`src/rtl/efnf_pkg.sv`:
```
package efnf_pkg;

    localparam int ROWS         = 64;
    localparam int COLS         = 128;
    localparam int FRAME_PIXELS = ROWS * COLS;
    localparam int ADDR_W       = $clog2(FRAME_PIXELS);
    localparam int ROW_W        = $clog2(ROWS);
    localparam int COL_W        = $clog2(COLS);
    localparam int PIX_W        = 8;
    localparam int D_W          = 12;
    localparam int OFF_W        = 12;
    localparam int SCALE_SH     = 8;
    localparam int NUM_W        = OFF_W + SCALE_SH;
    localparam int Q_W          = 9;
    localparam int TAP_W        = 3;

    localparam logic OP_LOAD  = 1'b0;
    localparam logic OP_FETCH = 1'b1;

    typedef struct packed {
        logic             operation;
        logic [PIX_W-1:0] pixel_value;
    } in_item_t;

    typedef struct packed {
        logic           result_valid;
        logic [Q_W-1:0] emboss_value;
        logic           last_of_frame;
    } out_item_t;

    typedef enum logic [2:0] {
        ST_IDLE,
        ST_CALC,
        ST_FWAIT,
        ST_FDIV,
        ST_SEND
    } state_t;

endpackage

```
`src/rtl/efnf_div.sv`:
```
module efnf_div (
    input  logic                         clk,
    input  logic                         rst_n,
    input  logic                         start,
    input  logic [efnf_pkg::NUM_W-1:0]   dividend,
    input  logic [efnf_pkg::OFF_W-1:0]   divisor,
    output logic                         done,
    output logic [efnf_pkg::Q_W-1:0]     quotient
);

    localparam int CNT_W = $clog2(efnf_pkg::NUM_W);

    logic                          busy_reg;
    logic                          done_reg;
    logic [CNT_W-1:0]              cnt_reg;
    logic [efnf_pkg::OFF_W-1:0]    rem_reg;
    logic [efnf_pkg::NUM_W-1:0]    quo_reg;
    logic [efnf_pkg::OFF_W-1:0]    div_reg;
    logic [efnf_pkg::OFF_W:0]      trial;
    logic                          q_bit;
    logic [efnf_pkg::OFF_W-1:0]    rem_next;

    always_comb
    begin
        trial = {rem_reg, quo_reg[efnf_pkg::NUM_W-1]};
        q_bit = (trial >= {1'b0, div_reg});
        if (q_bit)
        begin
            rem_next = efnf_pkg::OFF_W'(trial - {1'b0, div_reg});
        end
        else
        begin
            rem_next = trial[efnf_pkg::OFF_W-1:0];
        end
    end

    always_ff @(posedge clk or negedge rst_n)
    begin
        if (!rst_n)
        begin
            busy_reg <= 1'b0;
            done_reg <= 1'b0;
            cnt_reg  <= '0;
        end
        else
        begin
            done_reg <= 1'b0;
            if (start)
            begin
                busy_reg <= 1'b1;
                cnt_reg  <= CNT_W'(efnf_pkg::NUM_W - 1);
            end
            else if (busy_reg)
            begin
                cnt_reg <= cnt_reg - 1'b1;
                if (cnt_reg == '0)
                begin
                    busy_reg <= 1'b0;
                    done_reg <= 1'b1;
                end
            end
        end
    end

    always_ff @(posedge clk)
    begin
        if (start)
        begin
            rem_reg <= '0;
            quo_reg <= dividend;
            div_reg <= divisor;
        end
        else if (busy_reg)
        begin
            rem_reg <= rem_next;
            quo_reg <= {quo_reg[efnf_pkg::NUM_W-2:0], q_bit};
        end
    end

    assign done     = done_reg;
    assign quotient = quo_reg[efnf_pkg::Q_W-1:0];

endmodule

```
`config.mk`:
```
export PLATFORM = sky130hd
export DESIGN_NAME = efnf_div
export DESIGN_NICKNAME = d
export VERILOG_FILES = /design/src/rtl/efnf_pkg.sv /design/src/rtl/efnf_div.sv
export SDC_FILE = /design/constraint.sdc
export NUM_CORES = 1
export LEC_CHECK = 0
export BUFFER_PORTS_ARGS = -buffer_cell sky130_fd_sc_hd__buf_2
export CAP_MARGIN = 25
export CORE_MARGIN = 2
export CORE_UTILIZATION = 40
export CTS_CLUSTER_DIAMETER = 200
export DETAILED_ROUTE_END_ITERATION = 8
export GPL_TIMING_DRIVEN = 0
export PLACE_DENSITY = 0.73
export SLEW_MARGIN = 20
export SYNTH_ARGS = -nofsm -noshare
export SYNTH_HDL_FRONTEND = slang
export SYNTH_SLANG_ARGS = --single-unit
```
`constraint.sdc`:
```
create_clock -name clk -period 2.2 [get_ports clk]
set_input_delay 0.33 -clock clk [delete_from_list [all_inputs] [get_ports clk]]
set_output_delay 0.33 -clock clk [all_outputs]
set_load 0.005 [all_outputs]
```
==> results.yml, run 1 <==
run_status:
  outcome: "finished, violations left"
  violations: "setup timing"
timing:
  worstMarginPinSlew_ns: 0.5633
  relSlewSlack_pct: 62.31
  rsz0062_at_grt: "yes"
  maxSlewViolCount: 0
  fin_crit_sh_pct: 107.1
  clock.fmax_mhz: 424.5
  setup_ws_ns: -0.1555
  fin_crit_ns: 2.355
  setup_viol: 13
  hold_violations: 0
  holdWs_ns: 0.1881
  finClkSkew_ns: 0.004692
  tns_ns: -1.271
setup_path:
  slowest_delay_ns: 0.39
  arrival_ns: 2.57
  worstPathRequired_ns: 2.41
  crit_chain: "inv_2 -> ha_4 -> a21o_1 -> a22oi_2 -> a21oi_2 -> buf_4 -> nor4b_4 -> buf_4 -> nand2_1 -> a311oi_1"
  crit_fanout: 5
  crit_top_cell: "buf_4"
  cp_top_family: "compound AO/OA/AOI/OAI gates"
  critical_path_class: "reg -> reg"
  crit_path_top_delay_cell: "edfxtp_1"
  crit_buf_inv: 3
  setup.worst_path.end_class: "register"
  startpoint_type: "register"
clock_network:
  root_buffer: "clkbuf_8"
  cts_sinks: 51
  path_clk_slew_ns: 0.10
  htreeDepth: 2
  cts_tree: "built"
  numCtsBuffers: 5
  clock_tree.buffer_depth: 2
  clock_latency_ns: 0.31
hold_path:
  hold_path_class: "in -> reg"
finish:
  mostFrequentLayoutCells: "buf_2, edfxtp_1, buf_4, nand2_1, nor2_1"
  mostFrequentLayoutCell: "buf_2"
  final_net_count: 379
  register_area_sq_um: 1379
  antenna_cells: 0
  fin_area_sq_um: 3633
  drive_gt1_share_pct: 42.73
  largest_register_ffs: 20
  syn_to_final_growth_pct: 28.84
  fill_cells: 580
  multi_input_area_sq_um: 1445
logic_synthesis:
  synth-compound-area-share_pct: 11.14
  synth_top_family_by_area: "simple AND/OR/NAND/NOR gates"
  synth-simple-area-share_pct: 15.04
  ys_seq_area_share_pct: 48.80
  synth_fp_nets: 309
  ys_ff_latch: 51
  avgSynthCellArea_sq_um: 10.89
  synth_xor_xnor_area_share_pct: 3.416
  synth_adder_area_share_pct: 6.921
  ys.flop_type: "edfxtp_1"
  synth.cell_area_sq_um: 2820
  yosys.cell_types.count: 49
  synth_edf_count: 32
  synth_async_sr_flop_share_pct: 13.73
  synthCells: 259
  yosysWarnings: 0
  synth.area.mux_share_pct: 8.341
floorplan:
  die_area_sq_um: 7738
  io_pins: 45
  die_y_um: 87.97
  coreArea_sq_um: 6794
  initial_core_util_pct: 41.51
  rows: 30
  die_w_um: 87.97
routing:
  viasPerCell: 5.108
  drt_pass1_iterations: 4
  drc: 0
  routed_wl_um: 6065
  wl_met2_um: 3121
  met3WireLength_um: 313
  drt_iter0_drc: 108
  wl_per_cell_um: 14.24
  top_layer: "met4"
  m1WireLength_um: 2506
  drtAntennaViolNets: 0
  vias: 2176
power_and_ir_drop:
  p_total_uw: 3945
  swShare_pct: 35.18
  vdd_ir_drop_max_mv: 0.5279
  cellLeakagePower_uw: 0.001529
  p_comb_share_pct: 47.8
  p_per_area_nw_per_um2: 1086
  p_int_uw: 2557
  p_clk_share_pct: 17.9
  power.switching_uw: 1388
  power_frac_seq_pct: 34.3
global_route:
  grt_pass1_vias: 2079
  grt_pass1_wl_um: 9480
  antenna_found_initial: 0
  overflow: 0
  grt_max_degree: 21
  grt_use_total_pct: 15.65
placed_design:
  numPortBuffers: 44
  dp_hpwl_um: 3951
  placed_cell_area_sq_um: 3163
  routabilityCongestion: 0.8403
job:
  drv_cap: 0
==> final cells by class <==
class,count,area share (%)
plain buffers,20,3.409
clock buffers,6,2.273
clock inverters,2,1.067
inverters,15,1.550
multi-input cells,172,39.77
flip-flops and latches,51,37.95
well taps,96,3.306
repair buffers,64,10.67
==> cell usage after synthesis, drive strengths merged (3+ instances only) <==
library cell  number  share of area, %
xnor2              8               2.5
nor3               5              0.89
nand2b             7               1.6
dfrtp              7               6.2
buf               12               3.1
dfxtp             12               8.5
ha                14               6.2
xor2               3              0.93
edfxtp            32                34
nor3b              5               1.3
a21o               4               1.1
mux2              20               8.0
a21oi             10               1.9
nor2b              3              0.67
nand2             24               3.2
a311oi             9               2.8
nor4b              3               1.2
clkbuf             9               1.2
nor2              21               2.8
o21ai              5              0.89
inv               15               2.0
==> metrics by stage <==
step | utilization, % | std cells | setup slack, ns
after floorplan | - | 259 | -0.1097
after global placement | 46.56 | 399 | -0.2619
after detailed placement | 46.56 | 399 | -0.2663
after CTS | 52.65 | 426 | -0.1472
after global routing | 53.48 | 426 | -0.2359
final | 53.48 | 426 | -0.1555
==> path summary, 6_finish.rpt <==
check | depth (start not counted) | start | to | slack, ns
setup / recovery | 10 | div_reg[8] | rem_reg[11] | -0.16
hold / removal | 1 | divisor[11] | div_reg[11] | 0.19
setup reg to reg | 10 | div_reg[8] | rem_reg[11] | -0.16
hold reg to reg | 2 | rem_reg[4] | rem_reg[5] | 0.52
max in group asynchronous | 2 | rst_n | busy_reg | 1.67
min in group asynchronous | 2 | rst_n | cnt_reg[3] | 0.37
==> power by group through the flow <==
stage	sequential (uW)	clock, uW	combinational (uW)
final	1350	706	1880
after global routing	1370	745	2030
after CTS	1340	706	1730
after detailed placement	1340	0	1350
after global placement	1340	0	1320
after floorplan	1300	0	1070
==> cell families after synthesis <==
family,Yosys count
buffers and inverters,36
DFF,51
adders and majority gates,15
AOI/OAI and AO/OA,43
muxes,21
xor gates and xnor gates,11
and+or+nand+nor,82
==> layer usage <==
layer | vias to the layer above | track usage (%)
met5 | - | 0
li1 | 1062 | -
met1 | 1036 | 20.42
met4 | 0 | 5.874
met3 | 12 | 2.639
met2 | 66 | 26.10
==> worst register-to-register path, delay by kind of cell (launching register included) <==
kind | cells | cell delay [ns]
flops | 1 | 0.39
compound gates | 4 | 0.81
simple gates | 2 | 0.42
buf+inv | 3 | 0.46
fa+ha+maj | 1 | 0.20
==> repair_timing <==
item	4_1_cts	5_1_grt
setup buffers	18	1
hold endpoints to repair	7	0
gates cloned	1	0
gates resized for setup	35	12
pin swaps	19	14
setup endpoints to repair	13	13
hold buffers	1	0
Note: power is estimated with default switching activity, not from simulation.
==> inputs of run 2 (changes only) <==
--- a/config.mk
+++ b/config.mk
@@ -12,7 +12,7 @@
 export CTS_CLUSTER_DIAMETER = 200
 export DETAILED_ROUTE_END_ITERATION = 8
 export GPL_TIMING_DRIVEN = 0
-export PLACE_DENSITY = 0.73
+export PLACE_DENSITY_LB_ADDON = 0.05
 export SLEW_MARGIN = 20
 export SYNTH_ARGS = -nofsm -noshare
 export SYNTH_HDL_FRONTEND = slang
==> results.yml, run 2 (synthesis gave the netlist of run 1 again) <==
run_status:
  outcome: "finished, violations left"
  violations: "setup timing"
clock_network:
  cts_tree: "built"
  htreeDepth: 2
  root_buffer: "clkbuf_8"
  clock_tree.buffer_depth: 2
  clock_latency_ns: 0.31
  cts_sinks: 51
  path_clk_slew_ns: 0.10
  numCtsBuffers: 5
timing:
  tns_ns: -1.088
  fin_crit_ns: 2.375
  setup_viol: 13
  fin_crit_sh_pct: 108.0
  finClkSkew_ns: 0.007786
  setup_ws_ns: -0.1753
  worstMarginPinSlew_ns: 0.5932
  rsz0062_at_grt: "yes"
  relSlewSlack_pct: 60.45
  clock.fmax_mhz: 421.0
  maxSlewViolCount: 0
  hold_violations: 0
  holdWs_ns: 0.1864
finish:
  mostFrequentLayoutCells: "buf_2, edfxtp_1, nor2_1, buf_4, mux2_2"
  fill_cells: 616
  stdcell_count: 421
  largest_register_ffs: 20
  mostFrequentLayoutCell: "buf_2"
  syn_to_final_growth_pct: 26.26
  drive_gt1_share_pct: 40.92
  final_net_count: 374
  antenna_cells: 0
setup_path:
  worstPathRequired_ns: 2.28
  startpoint_type: "register"
  crit_fanout: 6
  critical_path_class: "reg -> reg"
  setup.worst_path.end_class: "register"
  arrival_ns: 2.45
hold_path:
  hold_path_class: "in -> reg"
placed_design:
  place_inst: 399
  dp_slack_ns: -0.2740
  routabilityCongestion: 0.8151
  dp_hpwl_um: 4093
  numPortBuffers: 44
routing:
  drtAntennaViolNets: 0
  drt_pass1_iterations: 4
  drt_iter0_drc: 102
  wl_per_cell_um: 14.04
  viasPerCell: 5.029
  drc: 0
  routed_wl_um: 5912
  vias: 2117
floorplan:
  coreArea_sq_um: 6794
  die_w_um: 87.97
  rows: 30
  io_pins: 45
  die_area_sq_um: 7738
  die_y_um: 87.97
  initial_core_util_pct: 41.51
power_and_ir_drop:
  p_per_area_nw_per_um2: 1076
  cellLeakagePower_uw: 0.001498
  vdd_ir_drop_max_mv: 0.3930
global_route:
  grt_use_total_pct: 16.27
  grt_pass1_wl_um: 9646
  grt_pass1_vias: 2009
  grt_max_degree: 21
  antenna_found_initial: 0
  overflow: 0
job:
  drv_cap: 0
[run 2: worst max-delay path, stage by stage, from the launching register on]
cell and delay (ns):
edfxtp_1 0.43, inv_1 0.08, ha_1 0.23, nor2_1 0.13, a21oi_2 0.08, o31ai_2 0.24, or4b_4 0.53, buf_8 0.16
mux2_4 0.26
[run 2: area by class of cell]
type / count / area (sq um) / share of cell area, %
Clock inverter: 2 / 38.79 / 1.089
Clock buffer: 6 / 82.58 / 2.319
Sequential cell: 51 / 1379 / 38.72
Multi-Input combinational cell: 172 / 1420 / 39.88
Timing Repair Buffer: 59 / 336.6 / 9.452
Tap cell: 96 / 120.1 / 3.373
Buffer: 20 / 127.6 / 3.584
Inverter: 15 / 56.30 / 1.581
[run 2: final timing paths]
| kind | from | to | slack, ns | cells past startpoint |
|---|---|---|---|---|
| min in group asynchronous | rst_n | cnt_reg[0] | 0.36 | 2 |
| max in group asynchronous | rst_n | cnt_reg[1] | 1.69 | 2 |
| hold reg to reg | rem_reg[10] | rem_reg[11] | 0.51 | 2 |
| setup / recovery | quo_reg[19] | quo_reg[0] | -0.18 | 8 |
| setup reg to reg | quo_reg[19] | quo_reg[0] | -0.18 | 8 |
| hold / removal | divisor[11] | div_reg[11] | 0.19 | 1 |
[run 2: through the flow]
step / instance area, sq um / power [uW] / utilization [%]
2_1_floorplan: 2823 / 2369 / -
3_3_place_gp: 3163 / 2703 / 46.56
3_5_place_dp: 3163 / 2697 / 46.56
4_1_cts: 3488 / 3730 / 51.34
5_1_grt: 3561 / 4090 / 52.41
6_report: 3561 / 3833 / 52.41
[run 2: per-layer routing]
layer | track usage (%) | wire length (um) | part of all wire, % | vias up
met5 | 0 | 0 | 0 | -
met4 | 4.755 | 65 | 1.1 | 0
met3 | 3.393 | 295 | 5.0 | 9
met2 | 25.14 | 2746 | 46 | 57
met1 | 23.05 | 2804 | 47 | 996
li1 | - | - | - | 1055
[run 2: timing repair]
action                                  CTS  global route
endpoints found under the setup margin   13            13
hold buffers                              1             0
buffers inserted                         11             2
resized for setup                        25            15
pin swaps                                12            10
cloned                                    1             0
hold endpoints to repair                  7             0
[run 2: where the power goes]
group / switching, uW / internal, uW / total (uW)
clock network: 336 / 375 / 711
logic: 856 / 916 / 1770
registers: 149 / 1200 / 1350
